### src/rtl/core/slcd_pkg.sv
// Shared types, constants and the bytewise CRC-32 step for the sync/length/CRC deframer.
// Depends on nothing; every other file of the block imports it.
`timescale 1ns / 1ps
`default_nettype none

package slcd_pkg;

   localparam int unsigned MAX_BUFFER = 16384;

   localparam logic [23:0] SYNC_WORD  = 24'hAA4412;
   localparam logic [16:0] HEADER_LEN = 17'd28;
   localparam logic [31:0] CRC_POLY   = 32'hEDB88320;

   // Reset value of the length limit: the buffer less the four CRC bytes.
   localparam logic [16:0] MAX_LEN_RESET = 17'(MAX_BUFFER - 4);

   // Frame status codes.
   localparam logic [2:0] ST_BUSY     = 3'd0;
   localparam logic [2:0] ST_GOOD     = 3'd1;
   localparam logic [2:0] ST_CRC_ERR  = 3'd2;
   localparam logic [2:0] ST_LEN_ERR  = 3'd3;
   localparam logic [2:0] ST_WEEK_ERR = 3'd4;

   typedef struct packed {
      logic [7:0]  frame_byte;
      logic [16:0] byte_offset;
      logic        last;
      logic [2:0]  status;
      logic [15:0] message_id;
      logic [16:0] message_length;
   } slcd_result_type;

   // Reflected CRC-32, one byte, no final inversion.
   function automatic logic [31:0] crc_byte(input logic [31:0] crc, input logic [7:0] b);
      logic [31:0] c;
      c = crc ^ {24'b0, b};
      for (int k = 0; k < 8; k++) begin
         c = c[0] ? ((c >> 1) ^ CRC_POLY) : (c >> 1);
      end
      return c;
   endfunction

   // CRC state just after the three sync bytes.
   localparam logic [31:0] SYNC_CRC = crc_byte(crc_byte(crc_byte(32'h0, 8'hAA), 8'h44), 8'h12);

endpackage

`default_nettype wire

### src/rtl/core/slcd_frame_core.sv
// Frame state and the combinational step: sync hunt, header capture, CRC and trailer check.
// Depends on slcd_pkg.
`timescale 1ns / 1ps
`default_nettype none

module slcd_frame_core (
   input  wire logic                      clock,
   input  wire logic                      reset,
   input  wire logic                      csr_we,
   input  wire logic [16:0]               csr_wdata,
   input  wire logic                      step,
   input  wire logic [7:0]                data_byte,
   output logic                           has_result,
   output slcd_pkg::slcd_result_type      result
);
   import slcd_pkg::*;

   logic [16:0] max_len_ff;
   logic [23:0] history_ff, history_in;
   logic        in_frame_ff, in_frame_in;
   logic [16:0] count_ff, count_in;
   logic [16:0] length_ff, length_in;
   logic [31:0] crc_ff, crc_in;
   logic [31:0] trailer_ff, trailer_in;
   logic [15:0] type_ff, type_in;
   logic [15:0] week_ff, week_in;

   logic [23:0] history_shift;
   logic [16:0] trail_pos;
   logic        abort, frame_end, last;
   logic [2:0]  status;

   always_comb begin
      history_shift = {history_ff[15:0], data_byte};
      history_in    = history_ff;
      in_frame_in   = in_frame_ff;
      count_in      = count_ff;
      length_in     = length_ff;
      crc_in        = crc_ff;
      trailer_in    = trailer_ff;
      type_in       = type_ff;
      week_in       = week_ff;
      trail_pos     = count_ff - length_ff;
      abort         = 1'b0;
      frame_end     = 1'b0;
      last          = 1'b0;
      status        = ST_BUSY;

      if (!in_frame_ff) begin
         // The history only moves while hunting.
         history_in = history_shift;
         if (history_shift == SYNC_WORD) begin
            in_frame_in = 1'b1;
            count_in    = 17'd3;
            length_in   = 17'd0;
            crc_in      = SYNC_CRC;
            trailer_in  = 32'h0;
            type_in     = 16'h0;
            week_in     = 16'h0;
         end
      end else begin
         if (count_ff == 17'd4)  type_in = {type_ff[15:8], data_byte};
         if (count_ff == 17'd5)  type_in = {data_byte, type_ff[7:0]};
         if (count_ff == 17'd14) week_in = {week_ff[15:8], data_byte};
         if (count_ff == 17'd15) week_in = {data_byte, week_ff[7:0]};
         if (count_ff == 17'd8)  length_in = {9'b0, data_byte};
         if (count_ff == 17'd9)  length_in = {1'b0, data_byte, length_ff[7:0]} + HEADER_LEN;

         if (count_ff < 17'd10 || count_ff < length_ff) begin
            crc_in = crc_byte(crc_ff, data_byte);
         end else if (trail_pos < 17'd4) begin
            for (int k = 0; k < 4; k++) begin
               if (trail_pos[1:0] == 2'(k)) begin
                  trailer_in[8*k +: 8] = trailer_ff[8*k +: 8] | data_byte;
               end
            end
         end

         abort = (count_ff == 17'd9) && (length_in > max_len_ff);
         frame_end = !abort && (count_ff >= 17'd9) &&
                     (({1'b0, count_ff} + 18'd1) >= ({1'b0, length_in} + 18'd4));
         last = abort || frame_end;

         if (abort) begin
            status = ST_LEN_ERR;
         end else if (frame_end) begin
            if (crc_in != trailer_in) begin
               status = ST_CRC_ERR;
            end else if (week_in == 16'h0) begin
               status = ST_WEEK_ERR;
            end else begin
               status = ST_GOOD;
            end
         end

         if (last) begin
            in_frame_in = 1'b0;
            count_in    = 17'd0;
         end else begin
            count_in    = count_ff + 17'd1;
         end
      end
   end

   assign has_result            = in_frame_ff;
   assign result.frame_byte     = data_byte;
   assign result.byte_offset    = count_ff;
   assign result.last           = last;
   assign result.status         = status;
   assign result.message_id     = type_in;
   assign result.message_length = (count_ff >= 17'd9) ? length_in : 17'd0;

   always_ff @(posedge clock) begin
      if (reset) begin
         max_len_ff  <= MAX_LEN_RESET;
         history_ff  <= 24'h0;
         in_frame_ff <= 1'b0;
         count_ff    <= 17'd0;
         length_ff   <= 17'd0;
         crc_ff      <= 32'h0;
         trailer_ff  <= 32'h0;
         type_ff     <= 16'h0;
         week_ff     <= 16'h0;
      end else begin
         if (csr_we) begin
            max_len_ff <= csr_wdata;
         end
         if (step) begin
            history_ff  <= history_in;
            in_frame_ff <= in_frame_in;
            count_ff    <= count_in;
            length_ff   <= length_in;
            crc_ff      <= crc_in;
            trailer_ff  <= trailer_in;
            type_ff     <= type_in;
            week_ff     <= week_in;
         end
      end
   end

endmodule

`default_nettype wire

### src/rtl/core/sync_length_crc_deframer.sv
// Top level of the sync/length/CRC deframer: input register, frame core and result register.
// Depends on slcd_pkg and slcd_frame_core.
//
// Usage: raw receiver bytes enter on the req_ channel, one byte per transfer. While hunting,
// the block looks for the sync sequence AA 44 12; hunting bytes and the sync bytes give no
// result. Every later byte of a locked frame leaves on the rsp_ channel with its offset from
// the first sync byte, the message id and length as far as known, and on the closing byte
// last=1 and the frame status (good, CRC mismatch, length too large or zero week).
// Header-plus-body length limit via csr_we/csr_wdata; write only while idle (not enforced).
// Path: a byte accepted into the input register is processed by the frame core when it can
// advance, and its result is loaded into the result register, from which it transfers on
// the rsp_ channel.
// Throughput: one byte per cycle unless the receiver stalls; the CRC byte step, counters and
// compares of the frame core all sit between the input register and the result register.
// Reset: the block hunts, both registers are empty and the limit returns to 16380.
// When the receiver stalls, the result is held; the input register takes one more byte if it
// is empty, and req_stall is high while it holds a byte, until the result transfer completes.
`timescale 1ns / 1ps
`default_nettype none

module sync_length_crc_deframer (
   input  wire logic        clock,
   input  wire logic        reset,
   input  wire logic        csr_we,
   input  wire logic [16:0] csr_wdata,
   input  wire logic        req_valid,
   output logic             req_stall,
   input  wire logic [7:0]  req_data_byte,
   output logic             rsp_valid,
   input  wire logic        rsp_stall,
   output logic [7:0]       rsp_frame_byte,
   output logic [16:0]      rsp_byte_offset,
   output logic             rsp_last,
   output logic [2:0]       rsp_status,
   output logic [15:0]      rsp_message_id,
   output logic [16:0]      rsp_message_length
);
   import slcd_pkg::*;

   logic            in_valid_ff, in_valid_in;
   logic [7:0]      in_byte_ff;
   logic            out_valid_ff, out_valid_in;
   slcd_result_type out_ff;

   logic            out_free, advance, load, has_result;
   slcd_result_type result;

   assign out_free  = !out_valid_ff || !rsp_stall;
   assign advance   = in_valid_ff && out_free;
   assign req_stall = in_valid_ff && !out_free;
   assign load      = req_valid && !req_stall;

   slcd_frame_core u_core (
      .clock      (clock),
      .reset      (reset),
      .csr_we     (csr_we),
      .csr_wdata  (csr_wdata),
      .step       (advance),
      .data_byte  (in_byte_ff),
      .has_result (has_result),
      .result     (result)
   );

   always_comb begin
      in_valid_in = in_valid_ff;
      if (load) begin
         in_valid_in = 1'b1;
      end else if (advance) begin
         in_valid_in = 1'b0;
      end

      out_valid_in = out_valid_ff;
      if (advance && has_result) begin
         out_valid_in = 1'b1;
      end else if (!rsp_stall) begin
         out_valid_in = 1'b0;
      end
   end

   always_ff @(posedge clock) begin
      if (reset) begin
         in_valid_ff  <= 1'b0;
         out_valid_ff <= 1'b0;
      end else begin
         in_valid_ff  <= in_valid_in;
         out_valid_ff <= out_valid_in;
      end
   end

   always_ff @(posedge clock) begin
      if (load) begin
         in_byte_ff <= req_data_byte;
      end
      if (advance && has_result) begin
         out_ff <= result;
      end
   end

   assign rsp_valid          = out_valid_ff;
   assign rsp_frame_byte     = out_ff.frame_byte;
   assign rsp_byte_offset    = out_ff.byte_offset;
   assign rsp_last           = out_ff.last;
   assign rsp_status         = out_ff.status;
   assign rsp_message_id     = out_ff.message_id;
   assign rsp_message_length = out_ff.message_length;

   // A frame only closes with a final status, and a status only comes with the closing byte.
   a_last_has_status : assert property (@(posedge clock) disable iff (reset)
      rsp_valid && rsp_last |-> rsp_status != ST_BUSY)
      else $error("closing byte without a final status");

   a_busy_not_last : assert property (@(posedge clock) disable iff (reset)
      rsp_valid && !rsp_last |-> rsp_status == ST_BUSY)
      else $error("final status on a byte that does not close the frame");

   // Sync bytes never leave the block, so no offset below 3 is ever sent.
   a_offset_floor : assert property (@(posedge clock) disable iff (reset)
      rsp_valid |-> rsp_byte_offset >= 17'd3)
      else $error("result offset inside the sync sequence");

   // A held byte in the input register is not dropped while the output is blocked.
   a_input_held : assert property (@(posedge clock) disable iff (reset)
      in_valid_ff && req_stall |=> in_valid_ff && $stable(in_byte_ff))
      else $error("input register lost a byte during a stall");

endmodule

`default_nettype wire
### config.mk
export PLATFORM = sky130hd
export DESIGN_NAME = sync_length_crc_deframer
export DESIGN_NICKNAME = d
export VERILOG_FILES = /design/src/rtl/core/slcd_pkg.sv /design/src/rtl/core/slcd_frame_core.sv /design/src/rtl/core/sync_length_crc_deframer.sv
export SDC_FILE = /design/constraint.sdc
export NUM_CORES = 1
export LEC_CHECK = 0
export BUFFER_PORTS_ARGS = -buffer_cell sky130_fd_sc_hd__buf_2
export CAP_MARGIN = 20
export CELL_PAD_IN_SITES_DETAIL_PLACEMENT = 1
export CELL_PAD_IN_SITES_GLOBAL_PLACEMENT = 1
export CORE_UTILIZATION = 40
export DETAILED_ROUTE_END_ITERATION = 8
export HOLD_SLACK_MARGIN = 0.06
export PLACE_DENSITY = 0.74
export SETUP_SLACK_MARGIN = 0.4
export SYNTH_ARGS = -nofsm -noshare
export SYNTH_HDL_FRONTEND = slang
export SYNTH_SLANG_ARGS = --single-unit
### constraint.sdc
create_clock -name clock -period 4.83 [get_ports clock]
set_input_delay 0.7245 -clock clock [delete_from_list [all_inputs] [get_ports clock]]
set_output_delay 0.7245 -clock clock [all_outputs]
set_load 0.01 [all_outputs]
==> out/qor_table.md, run 1 <==
| Item | This run |
| --- | --- |
| Post-DP HPWL | 32,300 µm |
| TritonCTS clock tree | built |
| Post-synthesis instance area | 13,600 µm² |
| Fraction of synthesized cell area taken by the top area cell type | 24.5% |
| CTS H-Tree Depth | 1 |
| Slew of the pin with the lowest slew margin | 1.09 ns |
| Number of global-route vias before repair | 12,800 |
| Maximum VDD drop | 0.262 mV |
| Clock Pin Slew Worst Setup and Hold Paths | 0.06 ns |
| Arrival time of the worst setup path | 5.13 ns |
| DRT antenna net count | 0 |
| Antenna cell count | 0 |
| Sinks on Clock Net | 236 |
| Pre-CTS WS | -0.174 ns |
| Core Area | 33,400 µm² |
| Most used cells in the layout excluding fill and tap cells | sky130_fd_sc_hd__nor2_1 (204), sky130_fd_sc_hd__dfxtp_1 (160), sky130_fd_sc_hd__nand2_1 (131) |
| Reg-to-reg critical path startpoint | u_core.count_ff[15] |
| Share of layout cells above drive strength 1 | 19.5% |
| Type of element capturing the critical path | flip-flop |
| Maximum capacitance violations | 0 |
| Crit-path leading delay family | simple AND/OR/NAND/NOR gates |
| Cell row count | 67 |
| Routed length per placed instance | 21.2 µm |
| Most used flip-flop cell after synthesis | sky130_fd_sc_hd__dfxtp_1 |
| Final Total Pwr | 4.85 mW |
| EDFF count, synth | 70 |
| Synthesized netlist net count | 1,638 |
| Setup TNS after final layout | 0 ns |
| Number of setup violations in the final report | 0 |
| Number of instances in the synthesized netlist | 1,551 |
| Placer Congestion | 0.936 |
| Remaining max-slew budget at the tightest pin | 26.8% |
| Top post-synthesis cells by area | sky130_fd_sc_hd__dfxtp_1 (25%), sky130_fd_sc_hd__edfxtp_1 (16%), sky130_fd_sc_hd__nor2_1 (5.8%) |
| Largest net degree at the start of global routing | 86 |
| Pwr Density | 296 nW/µm² |
| First-pass GRT wire length | 71,000 µm |
| CTS buffer count | 28 |
| Core Util, Final | 49.0% |
| Static leakage | 6.16 nW |
| Final max-slew violation count | 0 |
| Highest-delay cell along the critical path | sky130_fd_sc_hd__nor4_4 |
| Endpoints failing hold | 0 |
| Effective utilization at floorplan | 40.5% |
| Status | completed |
| DRT iter0 DRCs | 775 |
| Area after detailed placement | 14,900 µm² |
| Worst Path Required | 5.30 ns |
| Sequential fraction of the synthesis area | 40.0% |
| Hold buffer count at CTS | 0 |
| Ys async rst share | 0% |
| R2r endpoint | u_core.count_ff[2] |
| Final WL | 45,600 µm |
| Post-synthesis cell type with the largest combined area | sky130_fd_sc_hd__dfxtp_1 |
| Initial antenna violation count | 0 |
| Number of stages on the worst hold path | 1 |
| R2r setup slk | 0.17 ns |
| Launch point of the worst path | u_core.count_ff[15] |
| Fin nets | 1,766 |
| Max Clock Freq | 0.215 GHz |
| Height of the chip | 186 µm |
| Type of the most critical hold path | primary input to flip-flop |
| HP Start | req_data_byte[4] |
| Number of flip-flops and latches in the synthesized netlist | 236 |
| CTS Root Buffer Type | sky130_fd_sc_hd__clkbuf_16 |
| Via-per-instance ratio | 5.83 |
| Number of DRC violations after detailed routing | 0 |
| Most common cell after layout, fill and taps aside | sky130_fd_sc_hd__nor2_1 |
| Count of port buffers added during placement | 93 |
| Crit path launch type | flip-flop |
| Sum of overflow across all layers after global routing | 0 |
| Number of cell instances on the worst register-to-register path | 21 |
| CTS max path bufs | 3 |
| Count of TritonRoute iterations in the first routing pass | 4 |
| Unrepaired setup endpoints after global routing | yes |
| Yosys Warn Count | 0 |
| Routed via count | 12,500 |
| Highest net fanout along the worst path | 6 |
| Clock latency of the later-clocked register in the worst-skew pair | 0.56 ns |
| Worst Path Class, Setup | flip-flop to flip-flop |
| Minimum clock period after layout | 4.66 ns |
| Width of the die | 186 µm |
| CP Cell Sequence | nor4_4, nand4_1, nor3_2, buf_6, o22ai_2, a21oi_2, nand4_1, nor3b_4, nand3_2, xor2_1, ha_1, a21o_1, a21oi_2, nor2b_4, o21ai_2, nand2b_1, a2111oi_4, a31oi_2, or2_4, or3_1, a311oi_1 |
| Worst clock skew | 0.0157 ns |
| Average cell area after synthesis | 8.74 µm² |
| Yosys cell types | 83 |
| Final setup margin | 0.170 ns |
| Global router's overall resource usage | 26.4% |
| Bufs and invs on worst path | 1 |
| Area grow syn2layout | 20.8% |
| Post-route clock period utilization | 96.5% |
| Post-Layout Inst Area | 16,400 µm² |
| Largest stage delay, worst path | 0.35 ns |
| Hold path endpoint | in_byte_ff[4] |
| Die footprint | 34,600 µm² |
| IO Count | 94 |
worst reg2reg max path: stages, from the launching register on:
cell,delay (ns)
sky130_fd_sc_hd__dfxtp_2,0.33
sky130_fd_sc_hd__nor4_4,0.35
sky130_fd_sc_hd__nand4_1,0.23
sky130_fd_sc_hd__nor3_2,0.21
sky130_fd_sc_hd__buf_6,0.17
sky130_fd_sc_hd__o22ai_2,0.09
sky130_fd_sc_hd__a21oi_2,0.15
sky130_fd_sc_hd__nand4_1,0.20
sky130_fd_sc_hd__nor3b_4,0.29
sky130_fd_sc_hd__nand3_2,0.11
sky130_fd_sc_hd__xor2_1,0.16
sky130_fd_sc_hd__ha_1,0.31
sky130_fd_sc_hd__a21o_1,0.17
sky130_fd_sc_hd__a21oi_2,0.18
sky130_fd_sc_hd__nor2b_4,0.05
sky130_fd_sc_hd__o21ai_2,0.10
sky130_fd_sc_hd__nand2b_1,0.11
sky130_fd_sc_hd__a2111oi_4,0.34
sky130_fd_sc_hd__a31oi_2,0.15
sky130_fd_sc_hd__or2_4,0.29
sky130_fd_sc_hd__or3_1,0.33
sky130_fd_sc_hd__a311oi_1,0.25
per-stage QoR:
step	std cells	hold slack (ns)
2_1_floorplan	1551	0.424
3_3_place_gp	2076	0.439
3_5_place_dp	2076	0.448
4_1_cts	2141	0.319
5_1_grt	2149	0.326
6_report	2149	0.337
logic make-up after synthesis:
kind of cell | Yosys count | share of synthesized area, %
mux | 30 | 2.26
flops | 236 | 40.0
buf+inv | 157 | 4.75
xor+xnor | 138 | 9.25
simple gates | 537 | 18.7
compound gates | 395 | 19.6
fa+ha+maj | 58 | 5.39
routing by layer:
layer | track usage (%) | wire [µm] | part of all wire (%) | up-vias
li1 | - | - | - | 5836
met5 | 0 | 0 | 0 | -
met2 | 46.7 | 22800 | 50 | 347
met4 | 12.0 | 1900 | 4.2 | 0
met1 | 32.2 | 18800 | 41 | 6244
met3 | 2.80 | 2060 | 4.5 | 110
registers in the layout, summed over array words and instances, names as in the netlist, 17 cells and up:
signal,cells
rsp_byte_offset,17
rsp_message_length,17
u_core.count_ff,17
u_core.crc_ff,32
u_core.length_ff,17
u_core.max_len_ff,17
u_core.trailer_ff,32
what timing repair did:
item	in CTS	in global routing
gates resized for setup	42	33
pin swaps	17	20
cloned	1	0
setup endpoints to repair	22	22
buffers inserted	12	7
cells in the mapped netlist, types with 4 or more instances:
master                       n
sky130_fd_sc_hd__o21a_1      5
sky130_fd_sc_hd__o22ai_1    13
sky130_fd_sc_hd__a21o_1     12
sky130_fd_sc_hd__xor2_1     49
sky130_fd_sc_hd__and4_1      8
sky130_fd_sc_hd__a22oi_1   103
sky130_fd_sc_hd__inv_1      52
sky130_fd_sc_hd__edfxtp_1   70
sky130_fd_sc_hd__and2_1      7
sky130_fd_sc_hd__a211oi_1   19
sky130_fd_sc_hd__nor2b_1    12
sky130_fd_sc_hd__nor3_1     12
sky130_fd_sc_hd__a21oi_1    94
sky130_fd_sc_hd__buf_4       4
sky130_fd_sc_hd__a311oi_1    6
sky130_fd_sc_hd__o21ai_1     7
sky130_fd_sc_hd__nand2b_1   12
sky130_fd_sc_hd__mux2_2      4
sky130_fd_sc_hd__buf_2      14
sky130_fd_sc_hd__a21oi_2     4
sky130_fd_sc_hd__ha_1       56
sky130_fd_sc_hd__nor3b_1     4
sky130_fd_sc_hd__nand3_1    38
sky130_fd_sc_hd__nand4_1    22
sky130_fd_sc_hd__nand2_1   133
sky130_fd_sc_hd__or3_1      12
sky130_fd_sc_hd__nor4_1     11
sky130_fd_sc_hd__mux2i_1    25
sky130_fd_sc_hd__o21ai_0    48
sky130_fd_sc_hd__a31oi_1    19
sky130_fd_sc_hd__clkbuf_1   82
sky130_fd_sc_hd__a221oi_1    5
sky130_fd_sc_hd__o211ai_1   14
sky130_fd_sc_hd__and3_1     38
sky130_fd_sc_hd__a41oi_1     8
sky130_fd_sc_hd__o221ai_1    4
sky130_fd_sc_hd__xnor2_1    83
sky130_fd_sc_hd__dfxtp_1   166
sky130_fd_sc_hd__nor2_1    209
power by group:
group,switching (mW),total [mW],internal (mW)
clock,0.857,2.20,1.35
sequential,0.0241,2.07,2.05
combinational,0.348,0.570,0.223
worst max-delay path by stage:
stage,end,slack (ns),cells after the start
finish,u_core.count_ff[2],0.17,21
detailed placement,u_core.count_ff[13],-0.17,22
global placement,u_core.count_ff[5],0.04,21
global route,u_core.count_ff[12],-0.05,22
CTS,u_core.count_ff[2],0.25,21
floorplan,u_core.count_ff[4],0.26,22
cell type report:
class / instances / area (µm²)
clock buffers: 40 / 791
multi-input cells: 1159 / 7850
flip-flops and latches: 236 / 5440
fillers: 3876 / 17100
clock inverters: 12 / 161
inverters: 52 / 196
repair buffers: 202 / 1380
well taps: 448 / 561
(Power assumes the default switching activity.)
==> run 2: changes to the inputs <==
--- a/config.mk
+++ b/config.mk
@@ -16,4 +16,5 @@
 export SETUP_SLACK_MARGIN = 0.4
 export SYNTH_ARGS = -nofsm -noshare
 export SYNTH_HDL_FRONTEND = slang
+export SYNTH_HIERARCHICAL = 1
 export SYNTH_SLANG_ARGS = --single-unit
==> run 2 against run 1 <==
Effect of this change: worst hold slack lost 0.0067 ns; cell count grew 6.6%; register-to-register slack gained 0.19 ns; clock skew grew 0.0036 ns; sequential power is essentially flat; final area grew 8.8%; non-clock buffer count grew 97; first-iteration DRC count grew 36%; critical endpoint is now rsp_status[2].
==> out/qor_table.md, run 2 <==
| Item | This run | vs previous |
| --- | --- | --- |
| Worst Path Required | 5.23 ns | was 5.30 ns |
| CP Cell Sequence | buf_4, buf_4, ha_1, nand3_2, buf_4, nor2_1, o21ai_0, nand2_2, nand3_2, nor3_4, nand2_1, xor2_1, ha_1, buf_4, nand4_1, nor2_1, nand3_1, a21oi_2, o41ai_2, a211o_2, or3_4, nor4_4 | was nor4_4, nand4_1, nor3_2, buf_6, o22ai_2, a21oi_2, nand4_1, nor3b_4, nand3_2, xor2_1, ha_1, a21o_1, a21oi_2, nor2b_4, o21ai_2, nand2b_1, a2111oi_4, a31oi_2, or2_4, or3_1, a311oi_1 |
| Sum of overflow across all layers after global routing | 0 | unchanged |
| Largest stage delay, worst path | 0.42 ns | was 0.35 ns |
| Hold slack final | 0.330 ns | was 0.337 ns |
| Post-DP HPWL | 37,800 µm | was 32,300 µm |
| Most common cell after layout, fill and taps aside | sky130_fd_sc_hd__buf_4 | was sky130_fd_sc_hd__nor2_1 |
| Biggest regs | u_core/crc_ff x32, u_core/trailer_ff x32 | was u_core.crc_ff x32, u_core.trailer_ff x32 |
| Final max-slew violation count | 0 | unchanged |
| Status | completed | unchanged |
| Library cell appearing most often on the critical path | sky130_fd_sc_hd__buf_4 |  |
| Clock latency of the later-clocked register in the worst-skew pair | 0.58 ns | was 0.56 ns |
| CTS max path bufs | 3 | unchanged |
| Width of the die | 189 µm | was 186 µm |
| Reg-to-reg critical path startpoint | u_core/count_ff[0] | was u_core.count_ff[15] |
| Effective utilization at floorplan | 40.6% | was 40.5% |
| Wire length on met1 | 22,500 µm | was 18,800 µm |
| Top post-synthesis cells by area | sky130_fd_sc_hd__dfxtp_1 (24%), sky130_fd_sc_hd__edfxtp_1 (15%), sky130_fd_sc_hd__ha_1 (5.2%) | was sky130_fd_sc_hd__dfxtp_1 (25%), sky130_fd_sc_hd__edfxtp_1 (16%), sky130_fd_sc_hd__nor2_1 (5.8%) |
| Static leakage | 7.09 nW | was 6.16 nW |
| Remaining max-slew budget at the tightest pin | 24.1% | was 26.8% |
| Pwr Density | 265 nW/µm² | was 296 nW/µm² |
| Number of DRC violations after detailed routing | 0 | unchanged |
| Number of flip-flops and latches in the synthesized netlist | 236 | unchanged |
| Count of port buffers added during placement | 93 | unchanged |
| Post-route clock period utilization | 92.6% | was 96.5% |
| Most numerous cell types in the synthesized netlist | sky130_fd_sc_hd__nor2_1 (190), sky130_fd_sc_hd__dfxtp_1 (166), sky130_fd_sc_hd__nand2_1 (155), sky130_fd_sc_hd__a21oi_1 (104), sky130_fd_sc_hd__a22oi_1 (81) | was sky130_fd_sc_hd__nor2_1 (209), sky130_fd_sc_hd__dfxtp_1 (166), sky130_fd_sc_hd__nand2_1 (133), sky130_fd_sc_hd__a22oi_1 (103), sky130_fd_sc_hd__a21oi_1 (94) |
| Core Util, Final | 51.7% | was 49.0% |
| Number of global-route vias before repair | 13,700 | was 12,800 |
| Highest net fanout along the worst path | 7 | was 6 |
| Via-per-instance ratio | 5.99 | was 5.83 |
| Type of element capturing the critical path | flip-flop | unchanged |
| DRT iter0 DRCs | 1,051 | was 775 |
| Synthesized netlist net count | 1,686 | was 1,638 |
| Wire length on met2 | 25,500 µm | was 22,800 µm |
| Maximum VDD drop | 0.248 mV | was 0.262 mV |
| Type of the most critical hold path | primary input to flip-flop | unchanged |
| Worst clock skew | 0.0192 ns | was 0.0157 ns |
| Highest routing layer actually used | met4 | unchanged |
| Die footprint | 35,700 µm² | was 34,600 µm² |
| Global router's overall resource usage | 28.8% | was 26.4% |
| Arrival time of the worst setup path | 4.87 ns | was 5.13 ns |
| Height of the chip | 189 µm | was 186 µm |
| Clock Pin Slew Worst Setup and Hold Paths | 0.07 ns | was 0.06 ns |
| Length of routed met3 wiring | 3220 µm | was 2060 µm |
| Crit-path leading delay family | simple AND/OR/NAND/NOR gates | unchanged |
| Largest net degree at the start of global routing | 64 | was 86 |
| Sinks on Clock Net | 236 | unchanged |
| Most used cells in the layout excluding fill and tap cells | sky130_fd_sc_hd__buf_4 (194), sky130_fd_sc_hd__nor2_1 (187), sky130_fd_sc_hd__nand2_1 (151) | was sky130_fd_sc_hd__nor2_1 (204), sky130_fd_sc_hd__dfxtp_1 (160), sky130_fd_sc_hd__nand2_1 (131) |
| Share of layout cells above drive strength 1 | 28.6% | was 19.5% |
| Worst Path Class, Setup | flip-flop to flip-flop | unchanged |
| Placer Congestion | 0.946 | was 0.936 |
| Most used flip-flop cell after synthesis | sky130_fd_sc_hd__dfxtp_1 | unchanged |
| Average cell area after synthesis | 8.76 µm² | was 8.74 µm² |
| Sequential fraction of the synthesis area | 38.8% | was 40.0% |
| Area after detailed placement | 15,700 µm² | was 14,900 µm² |
| Initial antenna violation count | 1 | was 0 |
| Post-Layout Inst Area | 17,800 µm² | was 16,400 µm² |
| Bufs and invs on worst path | 4 | was 1 |
| Final WL | 53,500 µm | was 45,600 µm |
| IO Count | 94 | unchanged |
| DRT antenna net count | 0 | unchanged |
| Maximum capacitance violations | 0 | unchanged |
| Routed via count | 13,700 | was 12,500 |
| Ys async rst share | 0% | unchanged |
| Yosys Warn Count | 6 | was 0 |
| Launch point of the worst path | u_core/count_ff[0] | was u_core.count_ff[15] |
| Crit path launch type | flip-flop | unchanged |
| Unrepaired setup endpoints after global routing | yes | unchanged |
| Max Clock Freq | 0.224 GHz | was 0.215 GHz |
| Fin nets | 1,902 | was 1,766 |
| CTS Root Buffer Type | sky130_fd_sc_hd__clkbuf_16 | unchanged |
| Yosys cell types | 100 | was 83 |
| Endpoints failing hold | 0 | unchanged |
| First-pass GRT wire length | 80,000 µm | was 71,000 µm |
| Post-synthesis instance area | 14,000 µm² | was 13,600 µm² |
| Most frequent cell after synthesis | sky130_fd_sc_hd__nor2_1 | unchanged |
| Final Total Pwr | 4.73 mW | was 4.85 mW |
| Number of setup violations in the final report | 0 | unchanged |
| Highest-delay cell along the critical path | sky130_fd_sc_hd__or3_4 | was sky130_fd_sc_hd__nor4_4 |
| Core Area | 34,500 µm² | was 33,400 µm² |
| HP Start | req_data_byte[2] | was req_data_byte[4] |
| Count of TritonRoute iterations in the first routing pass | 7 | was 4 |
| Number of instances in the synthesized netlist | 1,597 | was 1,551 |
| Post-synthesis cell type with the largest combined area | sky130_fd_sc_hd__dfxtp_1 | unchanged |
| Minimum clock period after layout | 4.47 ns | was 4.66 ns |
| Cell row count | 68 | was 67 |
| Fraction of synthesized cell area taken by the top area cell type | 23.7% | was 24.5% |
| EDFF count, synth | 70 | unchanged |
| Routed length per placed instance | 23.3 µm | was 21.2 µm |
| TritonCTS clock tree | built | unchanged |
| CTS buffer count | 28 | unchanged |
| Area grow syn2layout | 27.4% | was 20.8% |
| Setup TNS after final layout | 0 ns | unchanged |
| CTS H-Tree Depth | 1 | unchanged |
| Slew of the pin with the lowest slew margin | 1.13 ns | was 1.09 ns |
-- run 2: cell count changes after synthesis, moves of 15 or more --
cell / change
sky130_fd_sc_hd__nor2_1: -19
sky130_fd_sc_hd__a22oi_1: -22
sky130_fd_sc_hd__xnor2_1: -16
sky130_fd_sc_hd__nand2_1: +22
sky130_fd_sc_hd__o21ai_0: -20
sky130_fd_sc_hd__nand4_1: +19
sky130_fd_sc_hd__nor3_1: +15
sky130_fd_sc_hd__a22o_1: +18
sky130_fd_sc_hd__and3_1: -22
-- run 2: path summary, 6_finish.rpt --
| kind | endpoint | slack, ns | depth (start not counted) |
|---|---|---|---|
| setup / recovery | rsp_status[2] | 0.36 | 22 |
| hold reg to reg | u_core/history_ff[12] | 0.47 | 2 |
| setup reg to reg | rsp_status[2] | 0.36 | 22 |
| hold / removal | in_byte_ff[2] | 0.33 | 1 |
-- run 2: cell families (layout without fill, tap and decap cells) --
group	Yosys count	after routing	share of synthesized area [%]
and+or+nand+nor	562	562	19.4
AOI/OAI and AO/OA	411	411	20.7
DFF	236	236	38.8
buffers and inverters	176	413	5.55
xor gates and xnor gates	119	119	7.72
adders and majority gates	59	59	5.33
muxes	34	34	2.51
other	0	1	0
-- run 2: routing by layer --
layer / global-route usage, % / up-vias
met4: 11.6 / 0
li1: - / 6232
met3: 3.48 / 137
met1: 37.7 / 6847
met2: 48.0 / 490
met5: 0 / -
-- run 2: area by class of cell --
| class | instances | area, µm² |
|---|---|---|
| antenna | 1 | 2.50 |
| clock buffer | 37 | 774 |
| fill | 3974 | 16600 |
| inverter | 63 | 239 |
| sequential | 236 | 5470 |
| multi-input combinational | 1185 | 8530 |
| clock inverter | 14 | 145 |
| timing repair buffer | 299 | 2090 |
| tap | 455 | 569 |
-- run 2: power breakdown --
part | total (mW) | leakage [nW] | switching (mW) | internal, mW
logic | 0.550 | 4.73 | 0.334 | 0.217
registers | 2.06 | 1.91 | 0.0174 | 2.05
clock network | 2.12 | 0.451 | 0.878 | 1.24
-- run 2: worst register-to-register path, delay by kind of cell (launching register included) --
family / cells / cell delay [ns]
and+or+nand+nor: 11 / 1.83
xor gates and xnor gates: 1 / 0.16
adders and majority gates: 2 / 0.62
buffers and inverters: 4 / 0.63
DFF: 1 / 0.34
AOI/OAI and AO/OA: 4 / 0.73
-- run 2: timing repair --
action,CTS,global route
hold buffers,0,0
pin swaps,47,52
gates resized for setup,115,60
buffers inserted,28,23
setup endpoints to repair,22,22
-- run 2: stage by stage --
stage | instances | setup WS (ns)
2_1_floorplan | 1597 | 0.394
3_3_place_gp | 2186 | 0.0463
3_5_place_dp | 2186 | -0.112
4_1_cts | 2265 | 0.344
5_1_grt | 2289 | 0.0966
6_report | 2290 | 0.356
==> run 3: changes to the inputs <==
==> constraint.sdc (replaced) <==
create_clock -name clock -period 4.83 [get_ports clock]
set_input_delay 1.449 -clock clock [delete_from_list [all_inputs] [get_ports clock]]
set_output_delay 1.449 -clock clock [all_outputs]
set_load 0.01 [all_outputs]
==> run 3 against run 2 <==
Effect of this change: clock power rose by 6%; sequential share of layout area shrank 0.40 points; setup slack got worse by 0.22 ns; final area up 0.99%; routed wire length grew 1.7%; clock skew is 0.0011 ns higher; critical path depth is 5 lower.
==> out/qor_table.md, run 3 (synthesized netlist as in run 2, its figures left out) <==
| Item | This run | vs previous |
| --- | --- | --- |
| Routed via count | 13,800 | was 13,700 |
| TritonCTS clock tree | built | unchanged |
| Initial antenna violation count | 0 | was 1 |
| Cell row count | 68 | unchanged |
| Area grow syn2layout | 28.6% | was 27.4% |
| CTS max path bufs | 3 | unchanged |
| Height of the chip | 189 µm | unchanged |
| Type of element capturing the critical path | flip-flop | unchanged |
| CTS Root Buffer Type | sky130_fd_sc_hd__clkbuf_16 | unchanged |
| Largest stage delay, worst path | 0.57 ns | was 0.42 ns |
| Biggest regs | u_core/crc_ff x32, u_core/trailer_ff x32 | unchanged |
| Highest net fanout along the worst path | 7 | unchanged |
| Count of TritonRoute iterations in the first routing pass | 5 | was 7 |
| Fin nets | 1,898 | was 1,902 |
| Worst Path Required | 5.16 ns | was 5.23 ns |
| Arrival time of the worst setup path | 5.02 ns | was 4.87 ns |
| DRT antenna net count | 0 | unchanged |
| Maximum capacitance violations | 0 | unchanged |
| Status | completed | unchanged |
| Unrepaired setup endpoints after global routing | yes | unchanged |
| Area after detailed placement | 15,700 µm² | about the same |
| Count of port buffers added during placement | 93 | unchanged |
| Post-Layout Inst Area | 18,000 µm² | was 17,800 µm² |
| Clock latency of the later-clocked register in the worst-skew pair | 0.59 ns | was 0.58 ns |
| Sinks on Clock Net | 236 | unchanged |
| Share of layout cells above drive strength 1 | 28.8% | was 28.6% |
| Worst Path Class, Setup | flip-flop to flip-flop | unchanged |
| Type of the most critical hold path | flip-flop to flip-flop | was primary input to flip-flop |
| Global router's overall resource usage | 29.0% | was 28.8% |
| Endpoints failing hold | 0 | unchanged |
| Highest-delay cell along the critical path | sky130_fd_sc_hd__or4_4 | was sky130_fd_sc_hd__or3_4 |
| Number of setup violations in the final report | 0 | unchanged |
| CTS buffer count | 29 | was 28 |
| Most used cells in the layout excluding fill and tap cells | sky130_fd_sc_hd__nor2_1 (185), sky130_fd_sc_hd__buf_4 (185), sky130_fd_sc_hd__dfxtp_1 (152) | was sky130_fd_sc_hd__buf_4 (194), sky130_fd_sc_hd__nor2_1 (187), sky130_fd_sc_hd__nand2_1 (151) |
| Core Area | 34,500 µm² | unchanged |
| Post-DP HPWL | 37,400 µm | was 37,800 µm |
| Static leakage | 7.09 nW | about the same |
| Crit path launch type | flip-flop | unchanged |
| Max Clock Freq | 0.213 GHz | was 0.224 GHz |
| Final WL | 54,400 µm | was 53,500 µm |
| Antenna cell count | 0 | was 1 |
| DRT iter0 DRCs | 1,351 | was 1,051 |
| Library cell appearing most often on the critical path | sky130_fd_sc_hd__buf_4 | unchanged |
| Slew of the pin with the lowest slew margin | 1.03 ns | was 1.13 ns |
| First-pass GRT wire length | 80,100 µm | was 80,000 µm |
| Final max-slew violation count | 0 | unchanged |
| Post-route clock period utilization | 97.2% | was 92.6% |
| Pwr Density | 269 nW/µm² | was 265 nW/µm² |
| Clock Pin Slew Worst Setup and Hold Paths | 0.06 ns | was 0.07 ns |
| Filler Cells Inserted | 3,935 | was 3,974 |
| CP Cell Sequence | buf_12, ha_4, a21oi_2, o21a_1, buf_4, o22a_1, o2111a_1, nand4_1, or4_4, buf_4, nor4b_4, buf_4, a21oi_2, xor2_1, or4_4, or2_4, o31a_1 | was buf_4, buf_4, ha_1, nand3_2, buf_4, nor2_1, o21ai_0, nand2_2, nand3_2, nor3_4, nand2_1, xor2_1, ha_1, buf_4, nand4_1, nor2_1, nand3_1, a21oi_2, o41ai_2, a211o_2, or3_4, nor4_4 |
| Final Total Pwr | 4.84 mW | was 4.73 mW |
| Die footprint | 35,700 µm² | unchanged |
| CTS H-Tree Depth | 1 | unchanged |
| Largest net degree at the start of global routing | 63 | was 64 |
| Setup TNS after final layout | 0 ns | unchanged |
| Width of the die | 189 µm | unchanged |
| Worst clock skew | 0.0203 ns | was 0.0192 ns |
| Placer Congestion | 0.961 | was 0.946 |
| Remaining max-slew budget at the tightest pin | 31.0% | was 24.1% |
| Via-per-instance ratio | 6.02 | was 5.99 |
| Routed length per placed instance | 23.8 µm | was 23.3 µm |
| Sum of overflow across all layers after global routing | 0 | unchanged |
| Effective utilization at floorplan | 40.6% | unchanged |
| Number of global-route vias before repair | 13,800 | was 13,700 |
| IO Count | 94 | unchanged |
| Minimum clock period after layout | 4.69 ns | was 4.47 ns |
| Number of DRC violations after detailed routing | 0 | unchanged |
| Maximum VDD drop | 0.241 mV | was 0.248 mV |
## run 3: cell count changes in the layout (fill, tap and decap cells not counted), sizes merged
cell,change
diode,-1
buf,-8
a211o,+1
clkbuf,+6
clkinv,-1
## run 3: per-layer routing
| metal | GRT usage, % | share of wire [%] |
|---|---|---|
| met1 | 37.6 | 42 |
| met2 | 48.3 | 47 |
| met3 | 4.41 | 6.5 |
| met4 | 11.0 | 3.9 |
| met5 | 0 | 0 |
## run 3: per-stage QoR
stage	instances	setup WS [ns]	hold WS (ns)	util [%]
final	2287	0.136	0.459	52.2
after CTS	2263	0.357	0.462	50.5
after detailed placement	2180	-0.103	0.453	45.6
after global placement	2180	-0.00816	0.443	45.6
after floorplan	1597	0.401	0.431	-
after global routing	2287	0.0466	0.475	52.2
## run 3: where the power goes
group | switching [mW] | internal [mW]
Clock | 0.908 | 1.33
Combinational | 0.330 | 0.210
Sequential | 0.0190 | 2.05
## run 3: area by class of cell
type	count	area, µm²	area share [%]
well taps	455	569	3.16
multi-input cells	1186	8690	48.3
flip-flops and latches	236	5450	30.3
repair buffers	293	2070	11.5
clock inverters	13	143	0.792
clock buffers	41	846	4.70
inverters	63	236	1.31
## run 3: final timing paths
path | to | startpoint | slack, ns | cells past startpoint
max | rsp_status[1] | u_core/count_ff[13] | 0.14 | 17
min | u_core/history_ff[14] | u_core/history_ff[14] | 0.46 | 2
max reg2reg | rsp_status[1] | u_core/count_ff[13] | 0.14 | 17
min reg2reg | u_core/history_ff[14] | u_core/history_ff[14] | 0.46 | 2
## run 3: critical path, delay by kind of cell, from the launching register on
family / cells / cell delay, ns
AND/OR/NAND/NOR: 5 / 1.78
XOR/XNOR: 1 / 0.17
AO/OA/AOI/OAI: 6 / 1.23
buffers and inverters: 4 / 0.64
flip-flops: 1 / 0.37
adder cells (fa/ha/maj): 1 / 0.26
## run 3: repair_timing
action                     CTS  global route
hold buffers                 0             0
gates resized for setup    106            82
setup buffers               28            21
pin swaps                   30            46
setup endpoints to repair   22            22
gates cloned                 1             2
